<file path="config.mk">
export PLATFORM = sky130hd
export DESIGN_NAME = pcm16_encode_channel_remap_flat
export DESIGN_NICKNAME = d
export VERILOG_FILES = /design/src/hw/rtl/pce_pkg.sv /design/src/hw/rtl/pce_if.sv /design/src/hw/rtl/pce_front.sv /design/src/hw/rtl/pce_queue.sv /design/src/hw/rtl/pce_back.sv /design/src/hw/rtl/pcm16_encode_channel_remap.sv /design/src/flat_wrapper.sv
export SDC_FILE = /design/constraint.sdc
export NUM_CORES = 1
export LEC_CHECK = 0
export BUFFER_PORTS_ARGS = -buffer_cell sky130_fd_sc_hd__buf_2
export CORE_ASPECT_RATIO = 1.4
export CORE_MARGIN = 2
export CORE_UTILIZATION = 35
export DETAILED_ROUTE_END_ITERATION = 8
export PLACE_DENSITY_LB_ADDON = 0.05
export SETUP_SLACK_MARGIN = 0.3
export SLEW_MARGIN = 20
export SYNTH_ARGS = -nofsm -noshare
export SYNTH_HDL_FRONTEND = slang
export SYNTH_HIERARCHICAL = 1
export SYNTH_SLANG_ARGS = --single-unit
</file>
<file path="constraint.sdc">
create_clock -name clk -period 20.3 [get_ports clk]
set_clock_uncertainty 0.15 [all_clocks]
set_input_delay 2.03 -clock clk [delete_from_list [all_inputs] [get_ports clk]]
set_output_delay 2.03 -clock clk [all_outputs]
set_load 0.02 [all_outputs]
</file>
<file path="src/hw/rtl/pce_pkg.sv">
// ----------------------------------------------------------------------------
// pce_pkg
// Shared types, constants and the sample encoder for the PCM16 channel remap.
// ----------------------------------------------------------------------------
package pce_pkg;

    localparam int OUT_CHANNELS = 2;
    localparam int MASK_BITS    = 32;
    localparam int CH_W         = (OUT_CHANNELS > 1) ? $clog2(OUT_CHANNELS) : 1;
    localparam int POS_W        = 6;
    localparam int ADDR_W       = 4;

    // register indexes (paddr[3:2])
    localparam logic [1:0] REG_MASK   = 2'd0;
    localparam logic [1:0] REG_BUFFER = 2'd1;
    localparam logic [1:0] REG_START  = 2'd2;

    typedef struct packed {
        logic [31:0]             sample_bits;
        logic [OUT_CHANNELS-1:0] emit;   // channels that produce a word
        logic [OUT_CHANNELS-1:0] hit;    // channel that carries the sample
        logic [15:0]             fw;
    } queue_entry_t;

    typedef struct packed {
        logic [MASK_BITS-1:0] mask;
        logic [15:0]          buffer_frames;
        logic [15:0]          start_frame;
    } cfg_t;

    // float32 -> x*32768, clamp, truncate toward zero, byte swap
    function automatic logic [15:0] encode_sample(input logic [31:0] bits);
        logic        sgn;
        logic [7:0]  ex;
        logic [22:0] man;
        logic [4:0]  sh;
        logic [23:0] shifted;
        logic [15:0] val;
        sgn = bits[31];
        ex  = bits[30:23];
        man = bits[22:0];
        sh  = 5'd0;
        shifted = 24'd0;
        if (ex == 8'hFF && man != 23'd0) begin
            val = 16'h0000;
        end else if (ex >= 8'd127) begin
            val = sgn ? 16'h8000 : 16'h7FFF;
        end else if (ex < 8'd112) begin
            val = 16'h0000;
        end else begin
            sh      = ex[4:0] - 5'd16;           // ex - 112, range 0..14
            shifted = {1'b1, man} >> (5'd23 - sh);
            val     = {1'b0, shifted[14:0]};
            if (sgn) begin
                val = 16'd0 - val;
            end
        end
        return {val[7:0], val[15:8]};
    endfunction

endpackage

</file>
<file path="src/hw/rtl/pce_if.sv">
// ----------------------------------------------------------------------------
// smp_if / pcm_if
// Valid/ready channels for input samples and output PCM words.
// ----------------------------------------------------------------------------
interface smp_if;
    logic        valid;
    logic        ready;
    logic [31:0] sample_bits;
    logic        batch_last;

    modport source (output valid, output sample_bits, output batch_last, input ready);
    modport sink   (input valid, input sample_bits, input batch_last, output ready);
endinterface

interface pcm_if;
    logic        valid;
    logic        ready;
    logic [15:0] pcm_word;
    logic        out_channel;
    logic        frame_end;
    logic        run_last;
    logic [15:0] frames_written;

    modport source (output valid, output pcm_word, output out_channel, output frame_end,
                    output run_last, output frames_written, input ready);
    modport sink   (input valid, input pcm_word, input out_channel, input frame_end,
                    input run_last, input frames_written, output ready);
endinterface

</file>
<file path="src/hw/rtl/pce_front.sv">
// ----------------------------------------------------------------------------
// pce_front
// Accepts samples, tracks frame position and count, classifies output words.
// ----------------------------------------------------------------------------
module pce_front (
    input  logic                  clk,
    input  logic                  rst_n,
    input  pce_pkg::cfg_t         cfg,
    smp_if.sink                   sample_in,
    output logic                  push_valid,
    input  logic                  push_ready,
    output pce_pkg::queue_entry_t push_entry
);
    import pce_pkg::*;

    logic [POS_W-1:0]     chan_pos_reg, chan_pos_next;
    logic [15:0]          frames_done_reg, frames_done_next;
    logic [MASK_BITS-1:0] m, masked;
    logic [POS_W-1:0]     pos, c;
    logic                 more, keep, accept;
    logic [15:0]          off, cap, fw;

    assign m = cfg.mask;
    assign sample_in.ready = push_ready;
    assign accept = sample_in.valid && sample_in.ready;

    always_comb
    begin
        off  = (cfg.start_frame > cfg.buffer_frames) ? cfg.buffer_frames : cfg.start_frame;
        cap  = cfg.buffer_frames - off;
        keep = frames_done_reg < cap;
        fw   = (frames_done_reg != 16'hFFFF) ? frames_done_reg + 16'd1 : 16'hFFFF;
        pos  = ((m >> chan_pos_reg) == '0) ? '0 : chan_pos_reg;
        masked = m & ({MASK_BITS{1'b1}} << pos);
        c = '0;
        for (int i = MASK_BITS - 1; i >= 0; i--) begin
            if (masked[i]) begin
                c = POS_W'(i);
            end
        end
        more = (masked & ~({{(MASK_BITS-1){1'b0}}, 1'b1} << c)) != '0;

        push_entry.sample_bits = sample_in.sample_bits;
        push_entry.fw          = fw;
        for (int ch = 0; ch < OUT_CHANNELS; ch++) begin
            push_entry.emit[ch] = (m != '0) && keep && (POS_W'(ch) >= pos)
                                  && ((POS_W'(ch) <= c) || !more);
            push_entry.hit[ch]  = (POS_W'(ch) == c);
        end
        push_valid = sample_in.valid && (push_entry.emit != '0);

        chan_pos_next    = chan_pos_reg;
        frames_done_next = frames_done_reg;
        if (m != '0) begin
            if (more) begin
                chan_pos_next = c + POS_W'(1);
            end else begin
                chan_pos_next    = '0;
                frames_done_next = fw;
            end
        end
        if (sample_in.batch_last) begin
            chan_pos_next    = '0;
            frames_done_next = '0;
        end
    end

    always_ff @(posedge clk or negedge rst_n)
    begin
        if (!rst_n) begin
            chan_pos_reg    <= '0;
            frames_done_reg <= '0;
        end else if (accept) begin
            chan_pos_reg    <= chan_pos_next;
            frames_done_reg <= frames_done_next;
        end
    end

endmodule

</file>
<file path="src/hw/rtl/pce_queue.sv">
// ----------------------------------------------------------------------------
// pce_queue
// Two-entry queue between the classifier and the word emitter.
// ----------------------------------------------------------------------------
module pce_queue (
    input  logic                  clk,
    input  logic                  rst_n,
    input  logic                  push_valid,
    output logic                  push_ready,
    input  pce_pkg::queue_entry_t push_entry,
    output logic                  pop_valid,
    input  logic                  pop_ready,
    output pce_pkg::queue_entry_t pop_entry
);
    import pce_pkg::*;

    queue_entry_t mem_reg [2];
    logic         wr_ptr_reg, rd_ptr_reg;
    logic [1:0]   count_reg;
    logic         do_push, do_pop;

    assign push_ready = count_reg != 2'd2;
    assign pop_valid  = count_reg != 2'd0;
    assign pop_entry  = mem_reg[rd_ptr_reg];
    assign do_push    = push_valid && push_ready;
    assign do_pop     = pop_valid && pop_ready;

    always_ff @(posedge clk)
    begin
        if (do_push) begin
            mem_reg[wr_ptr_reg] <= push_entry;
        end
    end

    always_ff @(posedge clk or negedge rst_n)
    begin
        if (!rst_n) begin
            wr_ptr_reg <= 1'b0;
            rd_ptr_reg <= 1'b0;
            count_reg  <= 2'd0;
        end else begin
            if (do_push) begin
                wr_ptr_reg <= ~wr_ptr_reg;
            end
            if (do_pop) begin
                rd_ptr_reg <= ~rd_ptr_reg;
            end
            if (do_push && !do_pop) begin
                count_reg <= count_reg + 2'd1;
            end else if (do_pop && !do_push) begin
                count_reg <= count_reg - 2'd1;
            end
        end
    end

endmodule

</file>
<file path="src/hw/rtl/pce_back.sv">
// ----------------------------------------------------------------------------
// pce_back
// Walks the queued word mask, encodes the sample, drives the output register.
// ----------------------------------------------------------------------------
module pce_back (
    input  logic                  clk,
    input  logic                  rst_n,
    input  logic                  pop_valid,
    output logic                  pop_ready,
    input  pce_pkg::queue_entry_t pop_entry,
    pcm_if.source                 pcm_out
);
    import pce_pkg::*;

    logic [OUT_CHANNELS-1:0] done_reg, done_next;
    logic [OUT_CHANNELS-1:0] remaining, sel_bit;
    logic [CH_W-1:0]         ch;
    logic                    valid_reg;
    logic [15:0]             word_reg;
    logic [CH_W-1:0]         ch_reg;
    logic                    last_reg;
    logic [15:0]             fw_reg;
    logic                    load, is_last;

    assign load = !valid_reg || pcm_out.ready;

    always_comb
    begin
        remaining = pop_entry.emit & ~done_reg;
        ch = '0;
        for (int i = OUT_CHANNELS - 1; i >= 0; i--) begin
            if (remaining[i]) begin
                ch = CH_W'(i);
            end
        end
        sel_bit   = {{(OUT_CHANNELS-1){1'b0}}, 1'b1} << ch;
        is_last   = (remaining & ~sel_bit) == '0;
        pop_ready = load && is_last;
        done_next = done_reg;
        if (load && pop_valid) begin
            done_next = is_last ? '0 : (done_reg | sel_bit);
        end
    end

    always_ff @(posedge clk)
    begin
        if (load && pop_valid) begin
            word_reg <= (pop_entry.hit[ch]) ? encode_sample(pop_entry.sample_bits) : 16'h0000;
            ch_reg   <= ch;
            last_reg <= is_last;
            fw_reg   <= pop_entry.fw;
        end
    end

    always_ff @(posedge clk or negedge rst_n)
    begin
        if (!rst_n) begin
            valid_reg <= 1'b0;
            done_reg  <= '0;
        end else begin
            done_reg <= done_next;
            if (load) begin
                valid_reg <= pop_valid;
            end
        end
    end

    assign pcm_out.valid          = valid_reg;
    assign pcm_out.pcm_word       = word_reg;
    assign pcm_out.out_channel    = ch_reg[0];
    assign pcm_out.frame_end      = ch_reg == CH_W'(OUT_CHANNELS - 1);
    assign pcm_out.run_last       = last_reg;
    assign pcm_out.frames_written = fw_reg;

endmodule

</file>
<file path="src/hw/rtl/pcm16_encode_channel_remap.sv">
// ----------------------------------------------------------------------------
// pcm16_encode_channel_remap
// Float32 samples to big-endian PCM16 frames with channel remapping.
// ----------------------------------------------------------------------------
// An accepted sample goes to the queue, then to the output register.
// Throughput: one output word per cycle while pcm_out.ready is high, so a
//   sample making two words holds the emitter for both; samples are taken
//   back to back while the two-entry queue has room.
// Reset: rst_n async low clears counters, queue and output valid; mask=1.
module pcm16_encode_channel_remap (
    input  logic                       clk,
    input  logic                       rst_n,
    input  logic                       psel,
    input  logic                       penable,
    input  logic                       pwrite,
    input  logic [pce_pkg::ADDR_W-1:0] paddr,
    input  logic [31:0]                pwdata,
    output logic [31:0]                prdata,
    output logic                       pready,
    smp_if.sink                        sample_in,
    pcm_if.source                      pcm_out
);
    import pce_pkg::*;

    cfg_t         cfg_reg;
    logic         push_valid, push_ready, pop_valid, pop_ready;
    queue_entry_t push_entry, pop_entry;

    assign pready = 1'b1;

    always_ff @(posedge clk or negedge rst_n)
    begin
        if (!rst_n) begin
            cfg_reg.mask          <= MASK_BITS'(1);
            cfg_reg.buffer_frames <= '0;
            cfg_reg.start_frame   <= '0;
        end else if (psel && penable && pwrite && pready) begin
            unique case (paddr[3:2])
                REG_MASK:   cfg_reg.mask          <= pwdata[MASK_BITS-1:0];
                REG_BUFFER: cfg_reg.buffer_frames <= pwdata[15:0];
                REG_START:  cfg_reg.start_frame   <= pwdata[15:0];
                default:    ;
            endcase
        end
    end

    always_comb
    begin
        unique case (paddr[3:2])
            REG_MASK:   prdata = cfg_reg.mask;
            REG_BUFFER: prdata = {16'd0, cfg_reg.buffer_frames};
            REG_START:  prdata = {16'd0, cfg_reg.start_frame};
            default:    prdata = 32'd0;
        endcase
    end

    pce_front u_front (
        .clk        (clk),
        .rst_n      (rst_n),
        .cfg        (cfg_reg),
        .sample_in  (sample_in),
        .push_valid (push_valid),
        .push_ready (push_ready),
        .push_entry (push_entry)
    );

    pce_queue u_queue (
        .clk        (clk),
        .rst_n      (rst_n),
        .push_valid (push_valid),
        .push_ready (push_ready),
        .push_entry (push_entry),
        .pop_valid  (pop_valid),
        .pop_ready  (pop_ready),
        .pop_entry  (pop_entry)
    );

    pce_back u_back (
        .clk       (clk),
        .rst_n     (rst_n),
        .pop_valid (pop_valid),
        .pop_ready (pop_ready),
        .pop_entry (pop_entry),
        .pcm_out   (pcm_out)
    );

endmodule

</file>
<file path="src/flat_wrapper.sv">
// flat-port wrapper written by rule: the top's interface ports become plain ports
module pcm16_encode_channel_remap_flat import pce_pkg::*;
  (clk, rst_n, psel, penable, pwrite, paddr, pwdata, prdata, pready, sample_in_valid, sample_in_sample_bits, sample_in_batch_last, sample_in_ready, pcm_out_valid, pcm_out_pcm_word, pcm_out_out_channel, pcm_out_frame_end, pcm_out_run_last, pcm_out_frames_written, pcm_out_ready);
  smp_if sample_in_i ();
  pcm_if pcm_out_i ();
  input  logic clk;
  input  logic rst_n;
  input  logic psel;
  input  logic penable;
  input  logic pwrite;
  input  logic [pce_pkg::ADDR_W-1:0] paddr;
  input  logic [31:0] pwdata;
  output logic [31:0] prdata;
  output logic pready;
  input wire logic [$bits(sample_in_i.valid)-1:0] sample_in_valid;
  input wire logic [$bits(sample_in_i.sample_bits)-1:0] sample_in_sample_bits;
  input wire logic [$bits(sample_in_i.batch_last)-1:0] sample_in_batch_last;
  output wire logic [$bits(sample_in_i.ready)-1:0] sample_in_ready;
  output wire logic [$bits(pcm_out_i.valid)-1:0] pcm_out_valid;
  output wire logic [$bits(pcm_out_i.pcm_word)-1:0] pcm_out_pcm_word;
  output wire logic [$bits(pcm_out_i.out_channel)-1:0] pcm_out_out_channel;
  output wire logic [$bits(pcm_out_i.frame_end)-1:0] pcm_out_frame_end;
  output wire logic [$bits(pcm_out_i.run_last)-1:0] pcm_out_run_last;
  output wire logic [$bits(pcm_out_i.frames_written)-1:0] pcm_out_frames_written;
  input wire logic [$bits(pcm_out_i.ready)-1:0] pcm_out_ready;
  assign sample_in_i.valid = sample_in_valid;
  assign sample_in_i.sample_bits = sample_in_sample_bits;
  assign sample_in_i.batch_last = sample_in_batch_last;
  assign sample_in_ready = sample_in_i.ready;
  assign pcm_out_valid = pcm_out_i.valid;
  assign pcm_out_pcm_word = pcm_out_i.pcm_word;
  assign pcm_out_out_channel = pcm_out_i.out_channel;
  assign pcm_out_frame_end = pcm_out_i.frame_end;
  assign pcm_out_run_last = pcm_out_i.run_last;
  assign pcm_out_frames_written = pcm_out_i.frames_written;
  assign pcm_out_i.ready = pcm_out_ready;
  pcm16_encode_channel_remap u_core (.clk(clk), .rst_n(rst_n), .psel(psel), .penable(penable), .pwrite(pwrite), .paddr(paddr), .pwdata(pwdata), .prdata(prdata), .pready(pready), .sample_in(sample_in_i), .pcm_out(pcm_out_i));
endmodule
</file>
# Yosys cells after proc, flatten, opt, wreduce, memory -nomap -nowiden
# Memories as Yosys holds them, arrays and structs flattened.
# Index checks and enable logic that the tools add are counted.
# totals
register_bits	127
ram_bits	104
input_bits	76
out_inout_bits	70
elab_cells	150
memories	1
# mem_list
name	depth	word_bits	read_ports	rd_ports_with_merged_regs	wr	line	rtl
u_core.u_queue.mem_reg	2	52	1	0	1	pce_queue.sv:17	queue_entry_t mem_reg [2];
# op_classes
add_sub_neg	8
order_cmp	9
eq_ne	7
shifts	5
n_mux	55
bitwise_logic	11
reduce_logical	40
# ops
op	count
$mux 6	34
$mux 16	9
$pmux 32 s3	1
$and 32x32->32	2
$reduce_bool 32->1	2
$logic_not 32->1	1
$not 32->32	1
$shl 1x6->32 const A	1
$shl 32x6->32 const A	1
$shr 32x6->32	1
$shr 24x5->15	1
$reduce_bool 23->1	1
$add 16x1->16 const B	1
$gt 16x16->1	1
$logic_and 1x1->1	16
$lt 16x16->1	1
$ne 16x16->1 const B	1
$sub 1x15->16 const A	1
$sub 16x16->16	1
$ge 1x6->1 const A	2
$le 1x6->1 const A	2
$mux 5	2
$eq 8x8->1 const B	1
$ge 8x7->1 const B	1
26 further kinds	50

# Longest topological paths before layout
# Gate-level depths: netlist (run 1).
# depth
depth_word	51
mapped_depth	41
depth_no_buf	40

# Modules after synthesis
# Netlist (run 1), hierarchy kept.
# modules_own_cells
module	instances	cells_per_inst	area_per_inst_um2	seq_area_each_um2
pce_front	1	803	5669.2	550.5
pce_queue	1	180	4197.8	3223.1
pce_back	1	274	2900.3	1096.1
pcm16_encode_channel_remap	1	212	2874.0	1602.8

# Worst setup path after synthesis (run 1)
# Ideal clock, no wire load.
# synth_path
path_kind	register to register
startpoint	register u_core/cfg_reg[25] in the netlist's numbering
endpoint	memory u_core/u_queue/mem_reg[0][0] in the netlist's numbering (enable)
setup_ns	0.462
arrival_time_ns	7.855
t_required_ns	19.688
setup_slack_ns	11.833
stages_incl_launch_ff	38
path_buffers	1
period_less_slack_ns	8.467
path_cell_list	dfrtp_1 -> inv_1 -> ha_1 -> a21o_1 -> a21oi_1 -> nor2b_1 -> o21ai_0 -> nand2b_1 -> a21oi_1 -> nor2b_1 -> o21ai_0 -> a22o_1 -> clkbuf_1 -> nand2_1 -> o21ai_0 -> ha_1 -> inv_1 -> fa_1 -> [... 2 more ...] -> o21ai_0 -> a21oi_1 -> o21ai_0 -> a21oi_1 -> o21ai_0 -> a21oi_1 -> o21ai_0 -> a21oi_1 -> o21bai_1 -> a21oi_1 -> xor2_1 -> ha_1 -> a21o_1 -> a211oi_1 -> nand2_1 -> nor3b_1 -> nand2_1 -> nor2_1
# synth_between
elab_chain_len	12
word_cells_on_any_way	14
cone_classes	add/sub (1); order compare (2); mux (3); reduce/logical (8)
# synth_lines
item	line	rtl
start, declared	pcm16_encode_channel_remap.sv:25	cfg_t cfg_reg;
$gt 16x16->1	pce_front.sv:29	off = (cfg.start_frame > cfg.buffer_frames) ? cfg.buffer_frames : cfg.start_frame;
$mux 16	pce_front.sv:29	
$sub 16x16->16 (*)	pce_front.sv:30	cap = cfg.buffer_frames - off;
$lt 16x16->1 (*)	pce_front.sv:31	keep = frames_done_reg < cap;
$logic_and 1x1->1 (*)	pce_front.sv:46	push_entry.emit[ch] = (m != '0) && keep && (POS_W'(ch) >= pos)
$logic_and 1x1->1	pce_front.sv:46	
$logic_and 1x1->1	pce_front.sv:47	&& ((POS_W'(ch) <= c) || !more);
$reduce_bool 2->1 (*)	pce_front.sv:50	push_valid = sample_in.valid && (push_entry.emit != '0);
$logic_and 1x1->1 (*)	pce_front.sv:50	
net u_core.push_valid	pcm16_encode_channel_remap.sv:26	logic push_valid, push_ready, pop_valid, pop_ready;
$logic_and 1x1->1 (*)	pce_queue.sv:25	assign do_push = push_valid && push_ready;
$mux 1 (*)	pce_queue.sv:30	if (do_push) begin
$mux 1 (implied by the code) (*)	pce_queue.sv:31	mem_reg[wr_ptr_reg] <= push_entry;
end, declared	pce_queue.sv:17	
# Mark *: on every way through the listed nets, which the timed path passes. The rest lies on a longest branch.

# Worst setup path after layout (run 1)
# layout_path
startpoint	register u_core/cfg_reg[18] in the netlist's numbering
endpoint	memory u_core/u_queue/mem_reg[0][30] in the netlist's numbering (enable)
# The elaborated chain is that of the path after synthesis.

==> qor.txt, run 1 <==
All-layer global routing usage = 18.7%
Rows = 91
Number of flops mapped to enable cells by yosys = 138
Count leader, synth = edfxtp_1
Routed WL = 44.3 mm
Post-route ant nets = 0
Routability cong. = 0.915
Mapped Cells = 1469
Syn Std Cell Area = 15600 sq um
Number of CTS-inserted buffers = 27
Hold Path Class = reg -> reg
Top-area cell type share of the netlist area = 26.5%
Kind of critical path = reg -> reg
CTS tree = yes
Final critical-path required period = 8.41 ns
PortBufs = 142
Final Slew Violations = 0
Startpoint types = flip-flop
Final worst-path cycle share = 41.4%
Critical Path AT = 8.45 ns
Core Region = 44100 sq um
Post-CTS Setup Inserts = 0
First-pass GRT wire length = 68.2 mm
Power Density = 163 nW/um^2
Max reg flops = 104
IO Count = 146
Cell taking the most area after synthesis = edfxtp_1
Drt drc = 0
RSZ-0062 raised after global routing = false
Seq/Total Area, Yosys = 41.4%
Leak pwr = 7.02 nW
CTS HTree Levels = 1
Most used DFF post-synth = edfxtp_1
Die W = 183 microns
Top cells by count, synth = edfxtp_1, nand2_1, dfrtp_1
Endpoints failing setup = 0
Dpl ws = 11.86 ns
R2R cell count = 35
Final worst setup slack = 11.89 ns
Post-synth ARST share = 40.3%
Die H = 254 microns
Fin. Hold Viols = 0
WL/cell = 20.9 microns
VDD IR-drop max = 0.0675 mV
Grt total ovfl = 0
Clock root buffer master = clkbuf_16
CP max-delay cell = a22o_1
Pin count of the biggest net entering global routing = 53
P&R area growth vs syn = 10.8%
Setup TNS = 0 ns
Crit path max fanout = 52
Resize count post-CTS = 0
First drt pass iteration count = 6
Post-CTS Hold Buffers = 0
Synthesized net count = 1601
Initial Utilization = 35.5%
Worst skew pair latency = 0.57 ns
Worst EP required = 20.34 ns
CP endpoint kind = flip-flop
Ant. Diodes = 0
Share of layout cells above drive strength 1 = 23.7%
DRT iter0 DRCs = 737
Yosys Warn Count = 6
Post-synthesis cell type count = 107
Critical Path Max Stage Delay = 0.85 ns
Fill cells = 4393
Max frequency = 0.119 GHz
Top cells by area, synth = edfxtp_1, dfrtp_1, mux2_4, mux2_2, ha_1
Status = complete, no violations
Worst-path clk slew = 0.06 ns
Vias/cell = 5.55
Initial antenna violation count = 1
Number of global-route vias before repair = 11800
Max transition margin = 29.2%
Die area = 46400 sq um
Yosys reg bits = 231
Max-Cap Viols = 0
Final nets = 1679
CTS Sinks = 231
Clk buf depth = 3
Crit path top cell by count = a21oi_1
Cells on Worst Hold Path = 1
Total number of vias = 11800
DPL Wire Length = 31.9 mm
Worst-Margin Slew = 1.06 ns
Avg Cell Area, Syn = 10.6 sq um
through the flow:
| step | utilization (%) | power, mW | area, sq um | hold WS, ns | std cells |
|---|---|---|---|---|---|
| 2_1_floorplan | - | 1.98 | 15600 | 0.300 | 1469 |
| 3_3_place_gp | 37.3 | 2.36 | 16400 | 0.329 | 2073 |
| 3_5_place_dp | 37.3 | 2.37 | 16400 | 0.346 | 2073 |
| 4_1_cts | 39.2 | 2.86 | 17300 | 0.353 | 2122 |
| 5_1_grt | 39.3 | 3.04 | 17300 | 0.385 | 2125 |
| 6_report | 39.3 | 2.82 | 17300 | 0.348 | 2125 |
final cells by class:
| class | instances | area [sq um] | area share [%] |
|---|---|---|---|
| Multi-Input combinational cell | 1052 | 8170 | 47.2 |
| Sequential cell | 231 | 6480 | 37.4 |
| Clock buffer | 32 | 694 | 4.01 |
| Clock inverter | 17 | 151 | 0.874 |
| Tap cell | 558 | 698 | 4.03 |
| Timing Repair Buffer | 157 | 837 | 4.83 |
| Inverter | 78 | 293 | 1.69 |
report_power, final:
group	switching, mW	leakage [nW]	internal, mW
Combinational	0.896	4.18	0.628
Clock	0.204	0.410	0.270
Sequential	0.127	2.43	0.699
Total	1.23	7.02	1.60
critical path, delay by kind of cell, from the launching register on:
family          cells  cell delay, ns
simple gates        9            1.13
fa+ha+maj           3            0.87
compound gates     21            4.73
flops               1            0.42
buf+inv             2            0.68
layer usage:
layer	share of wire, %	track usage (%)	routed length [microns]
met1	41	22.2	18200
met2	51	34.2	22600
met3	4.3	2.50	1930
met4	3.4	7.07	1520
met5	0.029	0	13
cells in the final DEF, fill, tap and decap left out, types with 20 or more instances in the layout:
| cell | instances |
|---|---|
| nor2b_1 | 21 |
| nand3_1 | 42 |
| buf_2 | 141 |
| inv_1 | 76 |
| mux2i_1 | 42 |
| nor4_1 | 20 |
| mux2_2 | 62 |
| ha_1 | 55 |
| nand2b_1 | 21 |
| mux2_4 | 49 |
| a21oi_1 | 60 |
| nor3b_1 | 20 |
| nand2_1 | 112 |
| and2_1 | 29 |
| nor3_1 | 20 |
| o21ai_0 | 86 |
| xnor2_1 | 26 |
| edfxtp_1 | 138 |
| clkbuf_16 | 27 |
| dfrtp_1 | 91 |
| nor2_1 | 74 |
path summary, 6_finish.rpt:
check	from	to	slack (ns)
setup / recovery	u_core/cfg_reg[18]	u_core/u_queue/mem_reg[0][30]	11.89
hold / removal	u_core/u_queue/count_reg[1]	u_core/u_queue/count_reg[1]	0.35
setup reg to reg	u_core/cfg_reg[18]	u_core/u_queue/mem_reg[0][30]	11.89
hold reg to reg	u_core/u_queue/count_reg[1]	u_core/u_queue/count_reg[1]	0.35
max in group asynchronous	rst_n	u_core/u_queue/rd_ptr_reg	17.50
min in group asynchronous	rst_n	u_core/cfg_reg[20]	1.35
logic make-up (layout without fill, tap and decap cells):
family	count (synthesis)	in the layout	synth area share, %
and+or+nand+nor	430	430	14.5
AOI/OAI and AO/OA	344	344	15.6
DFF	231	231	41.4
buffers and inverters	186	284	6.48
muxes	185	185	15.5
adders and majority gates	56	56	4.53
xor gates and xnor gates	36	36	2.02
other	1	1	0.0240
Note: power is estimated with default switching activity, not from simulation.
==> run 2, diff against run 1 <==
Settings changed: ABC_AREA set to 1.
Clock period 20.3 ns to 8.3 ns, I/O delays scaled along.
==> qor.txt, run 2 <==
Pin count of the biggest net entering global routing = 56
Hold Path Class = in -> async
CTS tree = yes
All-layer global routing usage = 19.7%
Routed WL = 45.4 mm
Max reg flops = 104
WL/cell = 16.8 microns
Initial Utilization = 35.3%
Clock root buffer master = clkbuf_16
DPL Wire Length = 33.7 mm
First drt pass iteration count = 5
Power Density = 374 nW/um^2
Final worst-path cycle share = 84.9%
Number of global-route vias before repair = 13200
CTS HTree Levels = 1
Post-route ant nets = 0
Final nets = 2266
Reg2reg start = u_core/cfg_reg[31]
Critical Path AT = 7.09 ns
Yosys reg bits = 231
Top cells by count, synth = nand2_1, nand3_1, inv_1
Post-synth ARST share = 40.3%
Post-synthesis xor/xnor area fraction = 1.30%
Final critical-path required period = 7.05 ns
Yosys Warn Count = 6
Main combinational cell family by area after synthesis = simple AND/OR/NAND/NOR gates
Clk buf depth = 3
Worst skew pair latency = 0.57 ns
Leak pwr = 8.36 nW
Most used DFF post-synth = edfxtp_1
Die W = 182 microns
CTS Sinks = 231
Vias/cell = 4.93
Mux cell area share after synthesis = 0.0728%
Final Slew Violations = 0
Post-CTS Hold Buffers = 0
Top-area cell type share of the netlist area = 26.8%
Most common cell after layout, fill and taps aside = nand2_1
Worst EP required = 8.34 ns
Syn Std Cell Area = 15500 sq um
CP max-delay cell = buf_4
Max frequency = 0.142 GHz
IO Count = 146
Worst Setup SP = u_core/cfg_reg[31]
Total number of vias = 13400
Avg Cell Area, Syn = 7.54 sq um
CP endpoint kind = flip-flop
Startpoint types = flip-flop
Max transition margin = 30.7%
Count leader, synth = nand2_1
Routability cong. = 0.898
Crit path max fanout = 35
Share of layout cells above drive strength 1 = 15.3%
Endpoints failing setup = 0
Compound-Gate Fraction of Synth Area = 6.22%
Grt total ovfl = 0
Seq/Total Area, Yosys = 41.9%
Critical Path Max Stage Delay = 0.44 ns
Simple-gate area share of the yosys netlist = 36.3%
PortBufs = 142
Ant. Diodes = 0
Kind of critical path = reg -> reg
Cell taking the most area after synthesis = edfxtp_1
Adder-cell share of the synthesized area = 4.58%
Post-synthesis cell type count = 50
Post-CTS Setup Inserts = 0
Drt drc = 0
RSZ-0062 raised after global routing = false
Worst-path clk slew = 0.06 ns
CP delay by family, top = compound AO/OA/AOI/OAI gates
Die H = 253 microns
Number of flops mapped to enable cells by yosys = 138
Number of CTS-inserted buffers = 27
Fin. Hold Viols = 0
CP bufs+invs = 5
Setup TNS = 0 ns
Mapped Cells = 2052
Max-Cap Viols = 0
Most frequent cells in the layout = nand2_1, nand3_1, inv_1, buf_2, edfxtp_1
DRT iter0 DRCs = 768
First-pass GRT wire length = 71.3 mm
Resize count post-CTS = 0
Worst-Margin Slew = 1.04 ns
Die area = 45900 sq um
Rows = 91
Initial antenna violation count = 0
Status = complete, no violations
Utilization after layout = 39.1%
P&R area growth vs syn = 10.8%
VDD IR-drop max = 0.179 mV
Power Total = 6.40 mW
Synthesized net count = 2184
Top cells by area, synth = edfxtp_1, nand2_1, dfrtp_1, nand3_1, ha_1
Core Region = 43800 sq um
[run 2: final cells by class]
type / count / area, sq um
multi-input combinational: 1539 / 7520
tap: 558 / 698
clock inverter: 13 / 144
sequential: 231 / 6470
inverter: 180 / 688
timing repair buffer: 155 / 831
fill: 4569 / 26700
clock buffer: 37 / 774
[run 2: routing by layer]
metal	track usage, %	vias to the layer above	part of all wire [%]
met5	0	-	0
met2	38.1	271	53
met3	2.19	63	3.7
li1	-	6777	-
met4	5.95	0	2.7
met1	22.6	6272	41
[run 2: report_power, final]
group          switching, mW  internal (mW)
Sequential             0.203           1.60
Combinational           2.35           1.04
Clock                  0.497          0.720
Total                   3.05           3.35
[run 2: path summary, 6_finish.rpt]
| path | slack (ns) | cells after the start | to |
|---|---|---|---|
| worst max-delay path | 1.25 | 40 | u_core/u_queue/mem_reg[1][36] |
| worst min-delay path | 0.12 | 1 | u_core/cfg_reg[43] |
| worst max register to register | 1.25 | 40 | u_core/u_queue/mem_reg[1][36] |
| worst min register to register | 0.35 | 1 | u_core/u_queue/count_reg[0] |
| max in group asynchronous | 6.63 | 2 | u_core/u_queue/rd_ptr_reg |
| min in group clk | 0.31 | 1 | u_core/u_queue/mem_reg[1][40] |
[run 2: cell families (layout without fill, tap and decap cells)]
family / count (synthesis) / count (layout)
other cells: 1 / 1
compound gates: 169 / 169
mux: 1 / 1
buf+inv: 282 / 385
flops: 231 / 231
xor+xnor: 23 / 23
fa+ha+maj: 56 / 56
simple gates: 1289 / 1289
[run 2: through the flow]
| step | hold slack (ns) | std cells | area (sq um) | setup WS [ns] |
|---|---|---|---|---|
| 3_5_place_dp | 0.339 | 2662 | 16200 | 1.19 |
| 3_3_place_gp | 0.337 | 2662 | 16200 | 1.25 |
| 4_1_cts | 0.115 | 2712 | 17100 | 1.13 |
| 6_report | 0.121 | 2713 | 17100 | 1.25 |
| 5_1_grt | 0.144 | 2713 | 17100 | 0.533 |
| 2_1_floorplan | 0.303 | 2052 | 15500 | 0.549 |
==> run 3, diff against run 2 <==
Settings changed: ABC_AREA 1 to 0.
Clock period 8.3 ns to 6.3 ns, I/O delays scaled along.
==> qor.txt, run 3 (synthesis results as in run 1) <==
Endpoints failing setup = 13
Leak pwr = 7.99 nW
Kind of critical path = reg -> reg
Hold Path Class = in -> reg
DRT iter0 DRCs = 720
Drt drc = 0
Core Region = 44100 sq um
Max-Cap Viols = 0
Post-route ant nets = 0
Clk buf depth = 3
Dpl cell area = 17700 sq um
WL/cell = 20.4 microns
Final worst setup slack = -0.0440 ns
Power Total = 10.3 mW
Final critical-path required period = 6.34 ns
Total number of vias = 12500
Most common cell after layout, fill and taps aside = buf_4
Worst-Margin Slew = 1.11 ns
Utilization after layout = 43.4%
Number of global-route vias before repair = 12900
Routed WL = 46.9 mm
Routability cong. = 0.898
First-pass GRT wire length = 73.2 mm
Ant. Diodes = 0
Worst skew pair latency = 0.56 ns
Initial Utilization = 35.5%
VDD IR-drop max = 0.237 mV
Setup TNS = -0.288 ns
Die W = 183 microns
Number of CTS-inserted buffers = 27
Critical Path Max Stage Delay = 0.39 ns
Vias/cell = 5.43
Clock root buffer master = clkbuf_16
Rows = 91
Status = finished with violations
First drt pass iteration count = 6
Worst Hold Slack = 0.103 ns
Final worst-path cycle share = 101%
Die area = 46400 sq um
DPL Wire Length = 35.3 mm
RSZ-0062 raised after global routing = true
CP endpoint kind = flip-flop
Final Cell Area = 19100 sq um
CTS Sinks = 231
Initial antenna violation count = 0
Crit path max fanout = 6
CTS HTree Levels = 1
All-layer global routing usage = 20.1%
Crit path top cell by count = a21oi_2
Most frequent cells in the layout = buf_4, buf_2, edfxtp_1, nand2_1, dfrtp_1
Final Slew Violations = 0
Power Density = 536 nW/um^2
Grt total ovfl = 0
Startpoint types = flip-flop
Max transition margin = 26.1%
Critical Path AT = 6.47 ns
Final nets = 1854
Max reg flops = 104
Failing checks = negative setup slack
Pin count of the biggest net entering global routing = 54
Worst-path clk slew = 0.06 ns
CP max-delay cell = dfrtp_1
P&R area growth vs syn = 22.3%
Fin. Hold Viols = 0
CTS tree = yes
Worst EP required = 6.43 ns
IO Count = 146
Max frequency = 0.158 GHz
Die H = 254 microns
Share of layout cells above drive strength 1 = 34.0%
PortBufs = 142
==> run 3: path summary, 6_finish.rpt <==
path,start,to,slack [ns],depth (start not counted)
max,u_core/cfg_reg[25],u_core/u_queue/mem_reg[0][41],-0.04,40
min,sample_in_sample_bits[1],u_core/u_queue/mem_reg[0][21],0.10,1
max reg2reg,u_core/cfg_reg[25],u_core/u_queue/mem_reg[0][41],-0.04,40
min reg2reg,u_core/u_queue/count_reg[1],u_core/u_queue/count_reg[1],0.35,1
max in group asynchronous,rst_n,u_core/cfg_reg[57],4.41,3
min in group asynchronous,rst_n,u_core/cfg_reg[37],0.44,2
==> run 3: timing repair <==
action | CTS | global route
cloned | 2 | 1
resized for setup | 19 | 35
setup endpoints to repair | 111 | 133
hold buffers | 1 | 0
pin swaps | 4 | 5
setup buffers | 19 | 5
endpoints found under the hold margin | 40 | 0
==> run 3: per-stage QoR <==
stage,worst slack (ns),cells
after floorplan,-0.231,1469
after global placement,-0.117,2223
after detailed placement,-0.222,2223
after CTS,-0.0507,2295
after global routing,-0.469,2301
final,-0.0440,2301
==> run 3: where the power goes <==
group	leakage, nW	total (mW)	switching [mW]	internal, mW
clock network	0.455	1.67	0.663	1.01
registers	2.43	2.58	0.333	2.25
logic	5.11	6.00	3.25	2.75
==> run 3: final cells by class <==
cell class	instances	area, sq um
Multi-Input combinational cell	1052	8370
Clock buffer	32	704
Sequential cell	231	6480
Timing Repair Buffer	332	2340
Tap cell	558	698
Clock inverter	18	241
Inverter	78	293
Fill cell	4300	24900
==> run 3: metal layers <==
| layer | GRT usage, % | up-vias | wire [microns] |
|---|---|---|---|
| met5 | 0 | - | 0 |
| met2 | 37.1 | 311 | 24400 |
| li1 | - | 6002 | - |
| met4 | 8.04 | 0 | 1650 |
| met3 | 2.18 | 75 | 1840 |
| met1 | 23.9 | 6115 | 19000 |
==> run 3: worst max-delay path: cells and delay by family, from the launching register on <==
family | cells | cell delay (ns)
XOR/XNOR | 1 | 0.17
AO/OA/AOI/OAI | 21 | 2.89
AND/OR/NAND/NOR | 8 | 0.82
buffers and inverters | 6 | 0.63
flip-flops | 1 | 0.39
adder cells (fa/ha/maj) | 4 | 0.97
